$ cat src/rtl/core/scrollback_line_ring_wrap_macros.svh
// assertion macros for the scrollback line ring
// used by the top level only, no other dependencies
`ifndef SCROLLBACK_LINE_RING_WRAP_MACROS_SVH
`define SCROLLBACK_LINE_RING_WRAP_MACROS_SVH

// same-cycle implication
`define SLRW_ASSERT_NOW(label, clk, rst, cond, prop, msg) \
  label: assert property (@(posedge clk) disable iff (rst) (cond) |-> (prop)) else $error(msg);

// next-cycle implication
`define SLRW_ASSERT_NEXT(label, clk, rst, cond, prop, msg) \
  label: assert property (@(posedge clk) disable iff (rst) (cond) |=> (prop)) else $error(msg);

`endif

$ cat src/rtl/core/slrw_pkg.sv
// types, constants and helpers for the scrollback line ring
// no dependencies
package slrw_pkg;

  localparam int unsigned WINDOWS     = 11;
  localparam int unsigned STORE_DEPTH = 179520;
  localparam int unsigned STAGE_DEPTH = 79;

  localparam logic [3:0] WINDOWS_W4    = 4'd11;
  localparam logic [7:0] RING_SLOTS    = 8'd204;
  localparam logic [8:0] RING_SLOTS_W9 = 9'd204;
  localparam logic [6:0] SLOT_LAST     = 7'd79;
  localparam logic [6:0] WRAP_COLS     = 7'd78;
  localparam logic [6:0] COPY_END      = 7'd80;
  localparam logic [7:0] VIEW_ROWS     = 8'd20;
  localparam logic [4:0] VIEW_ROWS_W5  = 5'd20;
  localparam logic [4:0] BOTTOM_ROW    = 5'd19;
  localparam logic [7:0] PAGE_STEP     = 8'd19;
  localparam logic [7:0] SPACE         = 8'd32;
  localparam logic [11:0] SLOT_MULT    = 12'd204;
  localparam logic [17:0] BYTE_MULT    = 18'd80;

  localparam logic [2:0] ACT_OPEN  = 3'd0;
  localparam logic [2:0] ACT_CLOSE = 3'd1;
  localparam logic [2:0] ACT_CHAR  = 3'd2;
  localparam logic [2:0] ACT_END   = 3'd3;
  localparam logic [2:0] ACT_UP    = 3'd4;
  localparam logic [2:0] ACT_DOWN  = 3'd5;
  localparam logic [2:0] ACT_READ  = 3'd6;

  localparam logic [1:0] KIND_CHUNK = 2'd0;
  localparam logic [1:0] KIND_VIEW  = 2'd1;
  localparam logic [1:0] KIND_READ  = 2'd2;

  typedef struct packed {
    logic [2:0] action;
    logic [3:0] window;
    logic [7:0] char_code;
    logic       show_live;
    logic       storage_ok;
    logic [4:0] row;
    logic [6:0] column;
  } item_t;

  typedef struct packed {
    logic [1:0] kind;
    logic       stored;
    logic [7:0] slot_index;
    logic       draw_live;
    logic       scroll_first;
    logic [4:0] draw_row;
    logic       is_live;
    logic [7:0] view_top;
    logic [7:0] line_count;
    logic [7:0] read_byte;
  } result_t;

  function automatic logic [7:0] top_of(input logic live, input logic [7:0] lines,
                                         input logic [7:0] view);
    logic [7:0] top;
    if (live) begin
      top = (lines > VIEW_ROWS) ? lines - VIEW_ROWS : 8'd0;
    end else begin
      top = view;
    end
    return top;
  endfunction

endpackage

$ cat src/rtl/core/slrw_front.sv
// front end: accepts items, drops ignored ones, queues the rest
// depends on slrw_pkg
module slrw_front (
  input  logic            clk,
  input  logic            rst,
  input  logic            item_valid,
  output logic            item_ready,
  input  slrw_pkg::item_t item,
  output logic            cmd_valid,
  input  logic            cmd_ready,
  output slrw_pkg::item_t cmd
);

  slrw_pkg::item_t q [2];
  logic       wptr;
  logic       rptr;
  logic [1:0] count;
  logic       keep;
  logic       push;
  logic       pop;

  assign keep = (item.window < slrw_pkg::WINDOWS_W4) && (item.action <= slrw_pkg::ACT_READ) &&
                !((item.action == slrw_pkg::ACT_CHAR) && (item.char_code == 8'd0));
  assign item_ready = (count != 2'd2);
  assign push = item_valid && item_ready && keep;
  assign cmd_valid = (count != 2'd0);
  assign pop = cmd_valid && cmd_ready;
  assign cmd = q[rptr];

  always_ff @(posedge clk) begin
    if (push) begin
      q[wptr] <= item;
    end
  end

  always_ff @(posedge clk) begin
    if (rst) begin
      wptr  <= 1'b0;
      rptr  <= 1'b0;
      count <= 2'd0;
    end else begin
      if (push) begin
        wptr <= ~wptr;
      end
      if (pop) begin
        rptr <= ~rptr;
      end
      if (push && !pop) begin
        count <= count + 2'd1;
      end else if (pop && !push) begin
        count <= count - 2'd1;
      end
    end
  end

endmodule

$ cat config.mk
export PLATFORM = sky130hd
export DESIGN_NAME = slrw_front
export DESIGN_NICKNAME = d
export VERILOG_FILES = /design/src/rtl/core/scrollback_line_ring_wrap_macros.svh /design/src/rtl/core/slrw_pkg.sv /design/src/rtl/core/slrw_front.sv
export SDC_FILE = /design/constraint.sdc
export NUM_CORES = 1
export LEC_CHECK = 0
export BUFFER_PORTS_ARGS = -buffer_cell sky130_fd_sc_hd__buf_2
export CAP_MARGIN = 30
export CORE_ASPECT_RATIO = 1.5
export CORE_MARGIN = 1
export CORE_UTILIZATION = 35
export DETAILED_ROUTE_END_ITERATION = 6
export PLACE_DENSITY = 0.68
export SLEW_MARGIN = 20
export SYNTH_ARGS = -nofsm -noshare
export SYNTH_HDL_FRONTEND = slang
export SYNTH_SLANG_ARGS = --single-unit
$ cat constraint.sdc
create_clock -name clk -period 2.98 [get_ports clk]
set_input_delay 0.596 -clock clk [delete_from_list [all_inputs] [get_ports clk]]
set_output_delay 0.596 -clock clk [all_outputs]
set_load 0.01 [all_outputs]
## After elaboration in Yosys (flattened, before gate mapping)

Memory sizes are Yosys's and may differ from the RTL's. A register that Yosys moved wholly into a read port is not among the register bits.
Cells that the tools add are included.

- Add/sub/neg operators: 2
- $lt $le $gt $ge: 2
- Eq/ne operators: 2
- Muxes and demuxes: 6
- Bitwise gates (word level): 2
- Reductions and logical operators: 14

Operators with widths:

| cell | count |
|---|---|
| 1-bit logical AND | 8 |
| 8-bit zero test | 1 |
| 4-bit less-than comparator, second input constant | 1 |
| 1-bit 2-to-1 mux | 4 |
| 2-bit 2-to-1 mux | 2 |
| 2-bit nonzero test | 2 |
| 3-bit by 2-bit == test with 1-bit output, second input constant | 1 |
| 3-bit <= comparator, second input constant | 1 |
| 1-bit zero test | 3 |
| 2-bit by 1-bit adder with 2-bit output, second input constant | 1 |
| 2-bit != test, second input constant | 1 |
| 1-bit NOT | 2 |
| 2-bit by 1-bit subtractor with 2-bit output, second input constant | 1 |

- Register bits after elaboration: 4
- Memory bits (writable): 58
- Output and inout bits: 31
- Word-level logic and storage cells: 32
- Memories kept: 1

Memories:

| memory | words | width | rd ports | clocked after memory_dff | wr ports | RTL line | text |
|---|---|---|---|---|---|---|---|
| q | 2 | 29 | 1 | 1 | 1 | slrw_front.sv:14 | `slrw_pkg::item_t q [2];` |

## Logic depth before layout (Yosys ltp)

Gate-level depths: netlist (run 1).

- Depth after elaboration: 9
- Gate-level depth with buffers: 7
- Mapped depth without buffers: 7

## Least setup slack after synthesis (run 1)

No wires, ideal clock.

- Path type: input port to flip-flop
- Start: in item[23] (netlist bit)
- End: mem q[0][0] (netlist bit) (enable)
- Setup time: 0.418 ns
- Arrival time: 2.503 ns
- Path slack: 0.058 ns
- Stages: 4
- Path buffers: 0
- Cells stage by stage: a21oi_1 > o2111ai_4 > a31oi_4 > nor2b_1

- Longest elaborated chain between the ends: 6

RTL lines:

| item | RTL line | text |
|---|---|---|
| start, declared | slrw_front.sv:8 | `input slrw_pkg::item_t item,` |
| 4-bit less-than comparator | slrw_front.sv:22 | `assign keep = (item.window < slrw_pkg::WINDOWS_W4) && (item.action <= slrw_pkg::ACT_READ) &&` |
| 1-bit logical AND (2 in a row) | slrw_front.sv:22 |  |
| 1-bit logical AND | slrw_front.sv:25 | `assign push = item_valid && item_ready && keep;` |
| net push | slrw_front.sv:19 | `logic push;` |
| 1-bit 2-to-1 mux | slrw_front.sv:31 | `if (push) begin` |
| 1-bit 2-to-1 mux (not written as such) | slrw_front.sv:32 | `q[wptr] <= item;` |
| end, declared | slrw_front.sv:14 |  |

The timed path passes the listed nets, and every way through them passes these cells.

==> run metrics, run 1 <==
crit-path max FO=23; Hold Crit Start=item[11]; final core utilization=47.0%; post-synth top area share=72.0%; Slew Viols, Final=0; Placer Congestion=0.734; P&R area growth vs syn=27.7%; Cell Area, Synth=0.00242 mm²; 1st-iter DRT viols=51; Total GRT Usage=12.3%; Worst Skew=0.0107 ns; Initial Util=36.8%; Nets=231; Post-DRT Antenna Nets=0; Core ar.=0.00658 mm²; WHS Path Cells=1; CTS Sinks=63; Yosys cell types=23; RSZ-0062 raised after global routing=false; # DRC=0; peak supply drop=0.413 mV; Hold Path Sink=q[0][11]; FP Rows=36; vias per cell=4.63; area occupied by multi-input gates=562 µm²; clk root buf=clkbuf_8; Slew HR=73.6%; min Tclk post-route=2.32 ns; EDFF count, synth=58; min-delay worst type=in2reg; final wirelength=4140 µm; CP Capture Type=output port; Synth Instances=121; register area share after synthesis=76.1%; Congestion Overflow GR=0; status=complete, no violations; Async SR Flop Fraction=0%; TritonCTS buffer count=9; flops & latches, synth=63; final setup vio count=0; CTS tree=done; most frequent cell after synthesis=edfxtp_1; chip width=69.9 µm; IO buf count=63; Die Y-Extent=104 µm; Final Hold Viols=0; via count=1286; yosys warns=0; total negative setup slack=0 ns; Routed WL per cell=14.9 µm; Syn Area/Cell=20.0 µm²; Filler Cells Inserted=569; register-to-register setup slack=1.22 ns; reg-to-reg critical path endpoint=count[1]; reg2reg start=count[0]; PD cells=854 mW/mm²; # Max-Cap Violations=0; initial antenna violation count=0; CTS clk-pin slew, worst paths=0.07 ns; PostCTS Resize Cnt=0; syn_nets=155; Hold WS=0.451 ns; worst-margin pin slew=0.392 ns; largest net degree at the start of global routing=24; share of cells above drive strength 1=58.9%; WP data required=2.38 ns; dominant synthesized flop cell=edfxtp_1; Detail Placement HPWL=2780 µm; synth cell count leaders=58 x edfxtp_1, 29 x mux2_2, 5 x dfxtp_1, 4 x nor2_1; # diodes=0; H-tree Lvls=3; Clk Latency, worst-skew pair=0.33 ns; largest area contributor in the netlist=edfxtp_1; deepest clock path buffer count=2; r2r worst-path depth=6; critical path arrival=1.73 ns; Leak=1.16 nW; kind of start point of the critical path=flip-flop; crit path kind=reg2out; top cells by area, synth=edfxtp_1 72%, mux2_2 13%, dfxtp_1 4.1%; CTS Hold Bufs=0; register area=0.00184 mm²; first-pass GRT wire length=6570 µm; Post-CTS Setup Repair Bufs=0; fmax=0.430 GHz; Tcrit/Tclk final=78.0%; die area=0.00726 mm²; drt pass-1 iters=4; total power=2.64 mW; Top Ports=64; number of global-route vias before repair=1363
[metal layers]
layer | track usage (%) | part of all wire [%] | vias to the layer above
met5 | 0 | 0 | -
li1 | - | - | 621
met3 | 4.28 | 5.2 | 8
met4 | 6.86 | 2.3 | 0
met1 | 13.0 | 40 | 612
met2 | 21.2 | 53 | 45
[cell type report]
class	instances	area share, %
Inverter	1	0.121
Clock inverter	7	3.60
Sequential cell	63	59.6
Tap cell	76	3.08
Timing Repair Buffer	68	11.4
Multi-Input combinational cell	54	18.2
Clock buffer	9	4.01
[worst max path at each step]
stage	slack, ns	depth (start not counted)	endpoint	from
detailed placement	0.75	7	count[1]	item[23]
global placement	0.83	6	count[1]	item[19]
CTS	0.57	3	cmd[9]	flip-flop
finish	0.66	3	cmd[22]	flip-flop
global route	0.52	3	cmd[12]	flip-flop
floorplan	0.06	4	q[0][0]	item[23]
[cells by family after synthesis]
family | synth area share, %
multiplexers | 14.1
adder cells (fa/ha/maj) | 0.517
buffers and inverters | 0.775
XOR/XNOR | 1.09
flip-flops | 76.1
AO/OA/AOI/OAI | 2.59
AND/OR/NAND/NOR | 4.81
[state kept, by name, indices dropped and copies added (netlist names), named ones only]
name / count
wptr: 1
rptr: 1
q: 58
count: 2
[worst max-delay path: stages, from the launching register on]
cell	delay, ns
dfxtp_1	0.50
buf_4	0.38
mux2_2	0.38
buf_2	0.14
[per-stage QoR]
step	instances	worst slack (ns)	cell area, µm²
2_1_floorplan	121	0.0583	2420
3_3_place_gp	262	0.829	2860
3_5_place_dp	262	0.755	2860
4_1_cts	278	0.569	3090
5_1_grt	278	0.525	3090
6_report	278	0.656	3090
[report_power, final]
part,switching (mW),leakage [nW],internal [mW],total (mW)
Combinational,0.317,0.466,0.319,0.635
Clock,0.322,0.118,0.550,0.872
Sequential,0.0467,0.575,1.08,1.13
[cell usage in the layout, fill, tap and decap left out, types with 2 or more instances in the layout]
| cell type | instances |
|---|---|
| nor2_1 | 4 |
| xor2_1 | 3 |
| buf_4 | 5 |
| bufinv_16 | 3 |
| edfxtp_1 | 58 |
| a21oi_1 | 2 |
| mux2_2 | 29 |
| buf_2 | 63 |
| dfxtp_1 | 5 |
| clkbuf_8 | 9 |
| clkinv_1 | 2 |
Note: power is estimated with default switching activity, not from simulation.
==> inputs of run 2 (changes only) <==
==> constraint.sdc (replaced) <==
create_clock -name clk -period 2 [get_ports clk]
set_input_delay 0.4 -clock clk [delete_from_list [all_inputs] [get_ports clk]]
set_output_delay 0.4 -clock clk [all_outputs]
set_load 0.01 [all_outputs]
==> run 2 against run 1 <==
  * Hold slack worse by 0.20 ns
  * Wire length is 0.41% lower
  * Total power is 42% higher
  * Final cell count rose by 1.4%
  * Sequential share of layout area decreased by 0.34 points
  * Utilization rose by 0.27 points
  * Count of clock-buffer cells in the layout stayed put
  * Combinational power is 62% higher
  * Via count rose by 2.1%
==> run metrics, run 2 (synthesis results as in run 1) <==
CTS clk-pin slew, worst paths=0.07 ns; final setup vio count=0; TritonCTS buffer count=9; reg-to-reg critical path endpoint=count[1]; RSZ-0062 raised after global routing=false; status=complete, no violations; share of cells above drive strength 1=60.2%; crit-path max FO=19; Congestion Overflow GR=0; H-tree Lvls=3; Core ar.=0.00658 mm²; # DRC=0; Total GRT Usage=12.4%; r2r worst-path depth=6; drt pass-1 iters=4; Post-CTS Setup Repair Bufs=0; deepest clock path buffer count=2; via count=1313; commonest non-fill, non-tap cell in the layout=buf_2; 1st-iter DRT viols=29; Initial Util=36.8%; crit path kind=reg2out; Detail Placement HPWL=2770 µm; kind of start point of the critical path=flip-flop; Top Registers=q x58, count x2; final instance area=0.00311 mm²; most flop-heavy register=q; total negative setup slack=0 ns; largest net degree at the start of global routing=20; Worst setup endpoint=cmd[15]; chip width=69.9 µm; Nets=235; min Tclk post-route=1.84 ns; Slew Viols, Final=0; min-delay worst type=in2reg; reg2reg start=count[0]; fmax=0.543 GHz; final wirelength=4120 µm; register-to-register setup slack=0.30 ns; Filler Cells Inserted=575; CTS Sinks=63; initial antenna violation count=0; number of global-route vias before repair=1368; Routed WL per cell=14.6 µm; Largest register FFs=58; clk root buf=clkbuf_8; CTS tree=done; FP Rows=36; CP Capture Type=output port; Slew HR=81.5%; PD cells=1200 mW/mm²; Leak=1.17 nW; Worst Skew=0.00824 ns; Post-DRT Antenna Nets=0; WP data required=1.60 ns; IO buf count=63; area occupied by multi-input gates=568 µm²; worst-margin pin slew=0.275 ns; vias per cell=4.66; first-pass GRT wire length=6490 µm; Post-DP Area=0.00292 mm²; Placer Congestion=0.700; critical path arrival=1.44 ns; P&R area growth vs syn=28.4%; Top Ports=64; die area=0.00726 mm²; peak supply drop=0.728 mV; most frequent cells in the layout=63 x buf_2, 58 x edfxtp_1, 29 x mux2_2; final core utilization=47.3%; # Max-Cap Violations=0; Tcrit/Tclk final=92.1%; register area=0.00184 mm²; # diodes=0; Final Hold Viols=0; Die Y-Extent=104 µm; Clk Latency, worst-skew pair=0.33 ns
-- run 2: changes by cell type in the layout (fill, tap and decap cells not counted) --
| cell | before | now |
|---|---|---|
| buf_6 | 0 | 1 |
| buf_4 | 5 | 6 |
| and2_2 | 0 | 1 |
| and2_1 | 1 | 0 |
| clkinvlp_4 | 0 | 1 |
| nor2b_2 | 1 | 0 |
| nor2b_4 | 0 | 1 |
| bufinv_16 | 3 | 1 |
| clkinv_2 | 1 | 2 |
| buf_12 | 0 | 2 |
-- run 2: report_power, final --
| group | internal [mW] | switching (mW) | total (mW) |
|---|---|---|---|
| combinational | 0.532 | 0.497 | 1.03 |
| sequential | 1.62 | 0.0563 | 1.67 |
| clock | 0.563 | 0.468 | 1.03 |
| total | 2.71 | 1.02 | 3.73 |
-- run 2: worst min path at each step --
stage | cells after the start | slack, ns | startpoint | end
after CTS | 1 | 0.23 | item[2] | q[1][2]
after global routing | 1 | 0.22 | item[3] | q[0][3]
final | 1 | 0.25 | item[2] | q[0][2]
after floorplan | 2 | 0.46 | count[1] | count[1]
after global placement | 2 | 0.49 | rptr | rptr
after detailed placement | 2 | 0.49 | rptr | rptr
-- run 2: worst max-delay path: stages, from the launching register on --
cell and delay [ns]:
dfxtp_1 0.37, buf_6 0.23, mux2_2 0.36, buf_2 0.14
-- run 2: cell type report --
type / instances / area share (%)
flip-flops and latches: 63 / 59.3
multi-input cells: 54 / 18.3
repair buffers: 72 / 13.2
clock buffers: 9 / 3.99
well taps: 76 / 3.06
clock inverters: 7 / 2.05
inverters: 1 / 0.121
-- run 2: through the flow --
stage / setup slack [ns] / cells / hold WS [ns] / total power [mW]
finish: 0.159 / 282 / 0.251 / 3.73
global route: 0.0613 / 282 / 0.221 / 3.93
CTS: 0.0543 / 282 / 0.230 / 3.78
detailed placement: 0.0552 / 266 / 0.493 / 2.74
global placement: 0.0623 / 266 / 0.486 / 2.73
floorplan: 0.125 / 121 / 0.456 / 2.33
-- run 2: layer usage --
metal / track usage [%] / part of all wire, %
met1: 12.6 / 39
met2: 20.3 / 53
met3: 5.84 / 5.1
met4: 7.29 / 2.0
met5: 0 / 0
-- run 2: timing repair --
item	CTS	global route
endpoints found under the hold margin	0	0
hold buffers	0	0
setup endpoints to repair	0	2
gates resized for setup	0	1
